**src/rtl/scse_pkg.sv**
```systemverilog
// Shared types and constants for the second chance slot evictor.
// No dependencies.
package scse_pkg;
   localparam int MAX_SLOTS_DEF = 64;
   localparam int GEN_BITS_DEF  = 16;

   localparam logic [2:0] ACT_TICK  = 3'd0;
   localparam logic [2:0] ACT_LOAD  = 3'd1;
   localparam logic [2:0] ACT_EVICT = 3'd2;
   localparam logic [2:0] ACT_REF   = 3'd3;
   localparam logic [2:0] ACT_WRITE = 3'd4;

   localparam logic [2:0] ST_DONE     = 3'd0;
   localparam logic [2:0] ST_BAD      = 3'd1;
   localparam logic [2:0] ST_GEN      = 3'd2;
   localparam logic [2:0] ST_WRONG    = 3'd3;
   localparam logic [2:0] ST_PINNED   = 3'd4;
   localparam logic [2:0] ST_LOADFAIL = 3'd5;

   localparam logic [1:0] CSR_SLOTS = 2'd0;
   localparam logic [1:0] CSR_EVT   = 2'd1;
   localparam logic [1:0] CSR_CPT   = 2'd2;

   typedef struct packed {
      logic cap_item;   // register the accepted item
      logic single;     // run a load, evict, reference or write action
      logic press_start;// start the pressure products
      logic sweep_init; // load sweep counters and start hand reduction
      logic sweep_step; // visit one slot
      logic clr_init;   // start referenced-clear pass
      logic clr_step;   // clear one slot
      logic post;       // present result
   } scse_cmd_type;

   typedef struct packed {
      logic is_tick;
      logic press_done;
      logic pressure;
      logic count_zero;
      logic hand_ready;
      logic sweep_done;
      logic clr_done;
   } scse_sts_type;
endpackage

```
**src/rtl/scse_ctrl.sv**
```systemverilog
// Controller state machine for the slot evictor.
// Depends on scse_pkg.
module scse_ctrl (
   input  logic                  clock,
   input  logic                  reset,
   input  logic                  req_tvalid,
   output logic                  req_tready,
   output logic                  rsp_tvalid,
   input  logic                  rsp_tready,
   input  scse_pkg::scse_sts_type sts,
   output scse_pkg::scse_cmd_type cmd
);
   import scse_pkg::*;

   typedef enum logic [6:0] {
      S_IDLE  = 7'b0000001,
      S_DEC   = 7'b0000010,
      S_PRESS = 7'b0000100,
      S_SWEEP = 7'b0001000,
      S_CLEAR = 7'b0010000,
      S_OUT   = 7'b0100000,
      S_WAIT  = 7'b1000000
   } state_type;

   state_type state_ff, state_in;
   logic      out_valid_ff, out_valid_in;

   // The output register frees once the result is taken, so a new item enters
   // only when no result waits or the waiting result is taken in the same cycle.
   assign req_tready = (state_ff == S_IDLE) && (!out_valid_ff || rsp_tready);
   assign rsp_tvalid = out_valid_ff;

   always_comb begin
      state_in     = state_ff;
      out_valid_in = out_valid_ff && !rsp_tready;
      cmd          = '0;
      case (state_ff)
         S_IDLE: begin
            if (req_tvalid && req_tready) begin
               cmd.cap_item = 1'b1;
               state_in     = S_DEC;
            end
         end
         S_DEC: begin
            if (!sts.is_tick) begin
               cmd.single = 1'b1;
               state_in   = S_OUT;
            end else begin
               cmd.press_start = 1'b1;
               state_in        = S_PRESS;
            end
         end
         S_PRESS: begin
            if (sts.press_done) begin
               if (sts.count_zero) begin
                  state_in = S_OUT;
               end else if (sts.pressure) begin
                  cmd.sweep_init = 1'b1;
                  state_in       = S_SWEEP;
               end else begin
                  cmd.clr_init = 1'b1;
                  state_in     = S_CLEAR;
               end
            end
         end
         S_SWEEP: begin
            // The hand is first brought within the slot count.
            if (sts.hand_ready) begin
               if (sts.sweep_done) begin
                  cmd.clr_init = 1'b1;
                  state_in     = S_CLEAR;
               end else begin
                  cmd.sweep_step = 1'b1;
               end
            end
         end
         S_CLEAR: begin
            if (sts.clr_done) begin
               state_in = S_OUT;
            end else begin
               cmd.clr_step = 1'b1;
            end
         end
         S_OUT: begin
            if (!out_valid_ff || rsp_tready) begin
               cmd.post     = 1'b1;
               out_valid_in = 1'b1;
               state_in     = S_IDLE;
            end
         end
         S_WAIT:  state_in = S_IDLE;
         default: state_in = S_IDLE;
      endcase
   end

   always_ff @(posedge clock) begin
      if (reset) begin
         state_ff     <= S_IDLE;
         out_valid_ff <= 1'b0;
      end else begin
         state_ff     <= state_in;
         out_valid_ff <= out_valid_in;
      end
   end
endmodule

```
**config.mk**
```make
export PLATFORM = sky130hd
export DESIGN_NAME = scse_ctrl
export DESIGN_NICKNAME = d
export VERILOG_FILES = /design/src/rtl/scse_pkg.sv /design/src/rtl/scse_ctrl.sv
export SDC_FILE = /design/constraint.sdc
export NUM_CORES = 1
export LEC_CHECK = 0
export BUFFER_PORTS_ARGS = -buffer_cell sky130_fd_sc_hd__buf_4
export CAP_MARGIN = 25
export CORE_AREA = 5 5 42 44
export CTS_CLUSTER_DIAMETER = 80
export DETAILED_ROUTE_END_ITERATION = 7
export DIE_AREA = 0 0 47 49
export PLACE_DENSITY = 0.74
export SYNTH_ARGS = -nofsm -noshare
export SYNTH_HDL_FRONTEND = slang
export SYNTH_SLANG_ARGS = --single-unit
```
**constraint.sdc**
```tcl
create_clock -name clock -period 2.4 [get_ports clock]
set_input_delay 0.12 -clock clock [delete_from_list [all_inputs] [get_ports clock]]
set_output_delay 0.12 -clock clock [all_outputs]
set_load 0.02 [all_outputs]
```
After elaboration in Yosys (flattened, before gate mapping)

Index checks and enable logic that the tools add are counted.

Register bits: 8
Bits of input ports: 11
Output and inout bits: 10
Word-level logic and storage cells: 54

Equality and inequality tests: 12
Mux-type cells: 33
Reductions and logical operators: 7

Operator list:

| kind               | number |
|---|---|
| $mux 7             | 7 |
| $pmux 7 s6         | 1 |
| $mux 1             | 20 |
| $ne 2x2->1 const B | 5 |
| $eq 7x1->1 const B | 1 |
| $eq 7x2->1 const B | 1 |
| $eq 7x3->1 const B | 1 |
| $eq 7x4->1 const B | 1 |
| $eq 7x5->1 const B | 1 |
| $eq 7x6->1 const B | 1 |
| $mux 6             | 1 |
| $reduce_and 6->1   | 1 |
| $mux 5             | 1 |
| $mux 2             | 2 |
| $logic_and 1x1->1  | 3 |
| $logic_not 1->1    | 2 |
| $ne 2x1->1 const B | 1 |
| $pmux 1 s2         | 1 |
| $logic_or 1x1->1   | 1 |

Depth between registers and ports, before layout

Gate-level depths: netlist of run 1.

Word-level depth: 6
Mapped depth: 5
Depth with buffers taken out: 5

Worst setup path before layout of run 1

OpenSTA, ideal clock, no wires.

Path kind: register to register
From: register state_ff[2]
To: register state_ff[0]
Setup time: 0.120 ns
Arrival time: 1.830 ns
Slack: 0.450 ns
Cell stages (with the launch flop): 6
Cells stage by stage: dfxtp_1 > or4_4 > nor4b_4 > a221o_2 > nor3_1 > a211o_1

Cells in the longest elaborated chain, start to end: 5
Elaborated cells between the ends (all ways): 16

Ends and longest elaborated chain:

| what                       | line                             | RTL |
|---|---|---|
| start, declared            | scse_ctrl.sv:25                  | `state_type state_ff, state_in;` |
| start signal, assigned     | scse_ctrl.sv:101                 | `state_ff <= state_in;` |
| $eq 7x1->1                 | scse_ctrl.sv:30, scse_ctrl.sv:37 |  |
| $logic_and 1x1->1          | scse_ctrl.sv:30                  | `assign req_tready = (state_ff == S_IDLE) && (!out_valid_ff \|\| rsp_tready);` |
| $logic_and 1x1->1          | scse_ctrl.sv:39                  | `if (req_tvalid && req_tready) begin` |
| $ne 2x1->1 (no line)       | n/a                              |  |
| $reduce_and 6->1 (no line) | n/a                              |  |

Several ways; a longest one is shown, not always the timed one.
A chain may end at the register's enable or synchronous reset.

==> results by group, run 1 <==
Clocking
  • CTS Buf Count: 3
  • Max clock buf depth: 2
  • CTS Sinks: 7
  • CTS Hold Buffers Added: 0
  • Setup Buffers After CTS: 0
  • Post-CTS resize count: 0
  • Clock insertion delay at the later pin of the skew report: between 0.2 and 0.3 ns
  • Root Buffer: clkbuf_4
  • H-Tree Level Count: 1
  • CTS tree: yes
  • Clk slew on worst S/H paths: ~0.05 ns

Routing
  • Initial drt markers: 6
  • WL per Instance: ~12 um
  • Final WL: around 1200 um
  • Drc violations: 0
  • Drt first pass iters: 2
  • Vias: 511
  • Drt via density: between 5 and 6
  • Routed Antenna Nets: 0

Synth
  • Flops & latches, synth: 7
  • Post-synth top flop: dfxtp_1
  • Combinational family with the most area after synthesis: simple AND/OR/NAND/NOR gates
  • Mux contribution to synthesized area: 0%
  • Synth Area in Simple Gates: roughly half
  • Mapped Area: 472 um2
  • Xor and xnor area share after synthesis: 0%
  • Distinct cells, synth: 30
  • Post-Syn Nets: 68
  • Post-Syn Area per Cell: roughly 8.3 um2
  • Sequential area share after synthesis: between 20% and 30%
  • Synthesized instance count: 57
  • Synth Area in Compound Gates: 19.1%
  • Adder-cell area share of the yosys netlist: 0%
  • Syn. warnings: 0
  • FFs w/ async S/R, synth: 0%
  • Post-synth EDFFs: 0

Power
  • PD cells: about 710 nW/um2
  • Leak pwr: about 0.31 nW
  • Max VDD drop: about 400 uV

Setup path
  • Critical path startpoint category: register
  • Reg2reg end: state_ff[0]$_SDFFE_PP1P_
  • Crit path arrival time: around 1.8 ns
  • Critical Path, Cell by Cell: or4_1, nor3b_2, and2_1, buf_4
  • Worst EP required: ~2.3 ns
  • Register-to-Register Path Depth: 5
  • Crit path to: cmd[5]
  • CP max-delay cell: or4_1
  • CP max FO: 7
  • Worst Setup Path Type: reg2out
  • Critical R2R Launch: state_ff[2]$_SDFFE_PP0P_
  • CP endpoint kind: output pin
  • Crit path launch: state_ff[2]$_SDFFE_PP0P_
  • FF-to-FF setup slack: between 0.4 and 0.5 ns
  • Crit-path max cell delay: around 0.61 ns

Floorplanning
  • Core Area: around 1400 um2
  • Std-Cell Rows: 14
  • I/O pin cnt: 21
  • Initial Utilization: 33.7%
  • Die height: a little under 50 um
  • Die Area: approximately 2300 um2
  • Die width: between 40 and 50 um

Global routing
  • Overflow after GRT: 0
  • Initial antenna violation count: 0
  • Total track usage: a little under an eighth
  • Vias in the first global route: 516
  • Largest net degree at the start of global routing: 8
  • First-pass GRT wire length: 2050 um

Placement
  • Detailed Place HPWL: between 1000 and 1500 um
  • Placer Congestion: around 0.87
  • Placed instance count: 94
  • Count of input and output buffers: 20

Timing
  • Worst slew pin tran: 0.292 ns
  • RSZ-0062 raised after global routing: no
  • Clock Skew: slightly above 0.001 ns
  • Max transition margin: between 80% and 90%
  • Tcrit/Tclk final: 81.3%
  • Final min period: around 2.0 ns
  • Setup_tns: 0 ns
  • Fmax: approximately 500 MHz
  • Fin. Hold Viols: 0
  • Final setup fails: 0
  • Final Max Tran Viols: 0

Final layout
  • Fill cells: 150
  • N_diodes: 0
  • Fin nets: between 90 and 100
  • Finished Layout Cells: 98
  • Utilization after layout: approximately half
  • Area Overhead vs Synth: 43.2%
  • Layout cells sized above 1: a little over a third
  • Reg area: about 140 um2
  • Area of the multi-input gates: roughly 320 um2

Job
  • Max Cap Violations: 0

Hold path
  • Worst min path class: in2reg

Status
  • Outcome: finished clean
==> worst max-delay path: cells and delay by family (launching register included) <==
family | cells | cell delay (ns)
simple gates | 3 | 1.08
flops | 1 | 0.35
buf+inv | 1 | 0.15
==> how the worst min path moves through the flow <==
stage               startpoint  depth (start not counted)                        to
floorplan                reset                          1     rsp_tvalid$_SDFF_PP0_
global placement         reset                          2  state_ff[2]$_SDFFE_PP0P_
detailed placement       reset                          2     rsp_tvalid$_SDFF_PP0_
CTS                      reset                          2  state_ff[3]$_SDFFE_PP0P_
global route             reset                          2     rsp_tvalid$_SDFF_PP0_
finish                   reset                          2  state_ff[3]$_SDFFE_PP0P_
==> report_power, final <==
part	internal, mW	switching (mW)
combinational	0.106	0.122
sequential	0.132	0.0182
clock	0.0633	0.0406
total	0.301	0.181
==> layer usage <==
layer | vias to the layer above | GRT usage (%) | wire (um)
li1 | 259 | - | -
met1 | 234 | 15.7 | 552
met2 | 16 | 18.1 | 554
met3 | 2 | 1.11 | 88
met4 | 0 | 6.45 | 21
met5 | - | 0 | 0
==> layout make-up <==
| type | count | area share, % |
|---|---|---|
| well taps | 16 | 2.96 |
| repair buffers | 21 | 23.3 |
| clock buffers | 4 | 3.89 |
| flip-flops and latches | 7 | 20.7 |
| multi-input cells | 46 | 46.9 |
| inverters | 4 | 2.22 |
==> metrics by stage <==
step           worst slack, ns  hold WS (ns)  total power, mW  cell area (um2)
5_1_grt                  0.307         0.110            0.517              676
3_5_place_dp             0.498         0.351            0.379              649
6_report                 0.449        0.0956            0.482              676
4_1_cts                  0.448        0.0898            0.486              676
2_1_floorplan            0.450         0.189            0.297              472
3_3_place_gp             0.504         0.347            0.379              649
==> cells by family (layout without fill, tap and decap cells) <==
group | Yosys count | in the layout
AND/OR/NAND/NOR | 34 | 34
flip-flops | 7 | 7
AO/OA/AOI/OAI | 12 | 12
buffers and inverters | 4 | 29
==> flip-flops by register name, indices dropped and copies added, names as in the netlist <==
name and count:
state_ff 6, rsp_tvalid 1
==> synthesized netlist by cell type (all sizes together) (2+ instances only) <==
cell type	count	area, um2
o22ai	2	12.5
nor3	2	10.0
or4	2	18.8
a21oi	3	15.0
inv	4	15.0
nor2	5	18.8
nor2b	2	12.5
dfxtp	7	140
nand3b	2	15.0
nor3b	2	20.0
nand2b	4	25.0
or2	3	18.8
nand2	4	15.0
==> cells in the final DEF (no fill, tap or decap), drive strengths merged, types with 2 or more instances in the layout <==
cell    Yosys  layout
buf         0      21
nand3b      2       2
or2         3       3
or4         2       2
o22ai       2       2
nand2       4       4
nand2b      4       4
dfxtp       7       7
nor3        2       2
clkbuf      0       4
a21oi       3       3
nor2b       2       2
nor3b       2       2
nor2        5       5
inv         4       4
Note: power is estimated with default switching activity, not from simulation.
==> inputs of run 2 (changes only) <==
==> constraint.sdc (replaced) <==
create_clock -name clock -period 2 [get_ports clock]
set_input_delay 0.1 -clock clock [delete_from_list [all_inputs] [get_ports clock]]
set_output_delay 0.1 -clock clock [all_outputs]
set_load 0.02 [all_outputs]
==> run 2 against run 1 <==
  * Global-route usage up 0.50 points
  * Cell area up 6.5%
  * Register-to-register slack worse by 0.36 ns
  * Clock skew up 0.00096 ns
  * Sequential power up 28%
  * Worst setup slack worse by 0.36 ns
  * Die area unchanged
  * First-iteration DRC count up 100%
  * Via count up 2.5%
  * Critical path type unchanged
  * Critical endpoint is now cmd[7]
  * Largest power group unchanged
==> results by group, run 2 (synthesized netlist as in run 1, its figures left out) <==
Global routing
  • Largest net degree at the start of global routing: 8 (unchanged)
  • Overflow after GRT: 0 (unchanged)
  • Vias in the first global route: 516 (unchanged)
  • Total track usage: 12.4% (was 11.8%)
  • Initial antenna violation count: 0 (unchanged)
  • First-pass GRT wire length: 2130 um (was 2050 um)

Routing
  • Routed Antenna Nets: 0 (unchanged)
  • Drc violations: 0 (unchanged)
  • WL per Instance: 12.3 um (was 12.4 um)
  • Initial drt markers: 12 (was 6)
  • Vias: 524 (was 511)
  • Drt via density: 5.19 (was 5.21)
  • Drt first pass iters: 4 (was 2)
  • Final WL: 1240 um (was 1220 um)

Floorplanning
  • Initial Utilization: 33.7% (unchanged)
  • Die Area: 2300 um2 (unchanged)
  • Die height: 49 um (unchanged)
  • Std-Cell Rows: 14 (unchanged)
  • I/O pin cnt: 21 (unchanged)
  • Die width: 47 um (unchanged)
  • Core Area: 1400 um2 (unchanged)

Setup path
  • Critical path startpoint category: register (unchanged)
  • CP max FO: 5 (was 7)
  • Crit-path max cell delay: 0.60 ns (was 0.61 ns)
  • Critical Path, Cell by Cell: or4_1, or2_1, nor2_1, buf_4 (was or4_1, nor3b_2, and2_1, buf_4)
  • CP max-delay cell: or4_1 (unchanged)
  • Crit-path leading delay family: simple AND/OR/NAND/NOR gates (unchanged)
  • Crit path buf inv count: 1 (unchanged)
  • Crit path arrival time: 1.81 ns (was 1.83 ns)
  • Worst EP required: 1.90 ns (was 2.28 ns)
  • CP endpoint kind: output pin (unchanged)
  • Worst Setup Path Type: reg2out (unchanged)

Timing
  • Max transition margin: 81.4% (was 80.5%)
  • Fmax: about 520 MHz
  • Worst slew pin tran: 0.277 ns (was 0.292 ns)
  • Setup_tns: 0 ns (unchanged)
  • Final Max Tran Viols: 0 (unchanged)
  • Final setup fails: 0 (unchanged)
  • Fin. Hold Viols: 0 (unchanged)
  • Clock Skew: 0.00198 ns (was 0.00102 ns)
  • Tcrit/Tclk final: between 90% and 100%
  • RSZ-0062 raised after global routing: no (unchanged)
  • Final min period: ~1.9 ns

Clocking
  • Post-CTS resize count: 0 (unchanged)
  • Root Buffer: clkbuf_4 (unchanged)
  • Clk slew on worst S/H paths: 0.05 ns (about the same)
  • Setup Buffers After CTS: 0 (unchanged)
  • CTS Sinks: 7 (unchanged)
  • H-Tree Level Count: 1 (unchanged)
  • Clock insertion delay at the later pin of the skew report: 0.24 ns (was 0.25 ns)
  • CTS Hold Buffers Added: 0 (unchanged)
  • CTS tree: yes (unchanged)
  • Max clock buf depth: 2 (unchanged)
  • CTS Buf Count: 3 (unchanged)

Final layout
  • Design area: 719 um2 (was 676 um2)
  • Finished Layout Cells: 101 (was 98)
  • Layout cells sized above 1: 38.8% (was 35.4%)
  • Number of flip-flops in the largest register: 6 (unchanged)
  • Fill cells: 142 (was 150)
  • Commonest non-fill, non-tap cells in the layout: buf_4 (24), dfxtp_1 (7), nor2_1 (5) (was buf_4 (21), dfxtp_1 (7), nor2_1 (5))
  • Largest Register: state_ff (unchanged)
  • N_diodes: 0 (unchanged)
  • Leading cell type in the layout, fill and taps excluded: buf_4 (unchanged)
  • Fin nets: 97 (was 94)
  • Area Overhead vs Synth: 52.5% (was 43.2%)

Power
  • Max VDD drop: 476 uV (was 407 uV)
  • PD cells: 858 nW/um2 (was 714 nW/um2)
  • Tot Pwr: 0.617 mW (was 0.482 mW)
  • Leak pwr: 0.332 nW (was 0.313 nW)

Placement
  • Count of input and output buffers: 20 (unchanged)
  • Detailed Place HPWL: 971 um (was 1030 um)
  • DP Area: 672 um2 (was 649 um2)
  • Placed instance count: 97 (was 94)
  • Placer Congestion: 0.862 (was 0.872)

Hold path
  • Worst min path class: in2reg (unchanged)

Status
  • Outcome: finished clean (unchanged)

Job
  • Max Cap Violations: 0 (unchanged)
[run 2: per-stage QoR]
stage	setup slack (ns)	util, %	hold WS, ns
after floorplan	0.0499	-	0.169
after global placement	0.154	47.9	0.327
after detailed placement	0.175	47.9	0.328
after CTS	0.00502	49.8	0.0649
after global routing	0.00177	51.3	0.0757
final	0.0878	51.3	0.0779
[run 2: worst paths after layout]
path / from / endpoint / slack (ns) / depth (start not counted)
min: reset / rsp_tvalid$_SDFF_PP0_ / 0.08 / 2
max: state_ff[4]$_SDFFE_PP0P_ / cmd[7] / 0.09 / 4
max reg2reg: state_ff[0]$_SDFFE_PP1P_ / state_ff[0]$_SDFFE_PP1P_ / 0.12 / 5
min reg2reg: rsp_tvalid$_SDFF_PP0_ / rsp_tvalid$_SDFF_PP0_ / 0.57 / 2
[run 2: cell type report]
class | count | area [um2] | area share [%]
repair buffers | 24 | 180 | 25.0
flip-flops and latches | 7 | 140 | 19.5
clock buffers | 4 | 26.3 | 3.65
inverters | 4 | 15.0 | 2.09
multi-input cells | 46 | 338 | 47.0
well taps | 16 | 20.0 | 2.78
[run 2: routing by layer]
layer	up-vias	track usage [%]	part of all wire, %
met5	-	0	0
met4	0	7.37	0
met3	0	1.85	3.5
met2	11	16.7	48
met1	241	17.7	48
li1	272	-	-
[run 2: where the power goes]
part           switching (mW)  internal (mW)
logic                   0.152          0.149
registers              0.0353          0.159
clock network          0.0465         0.0758
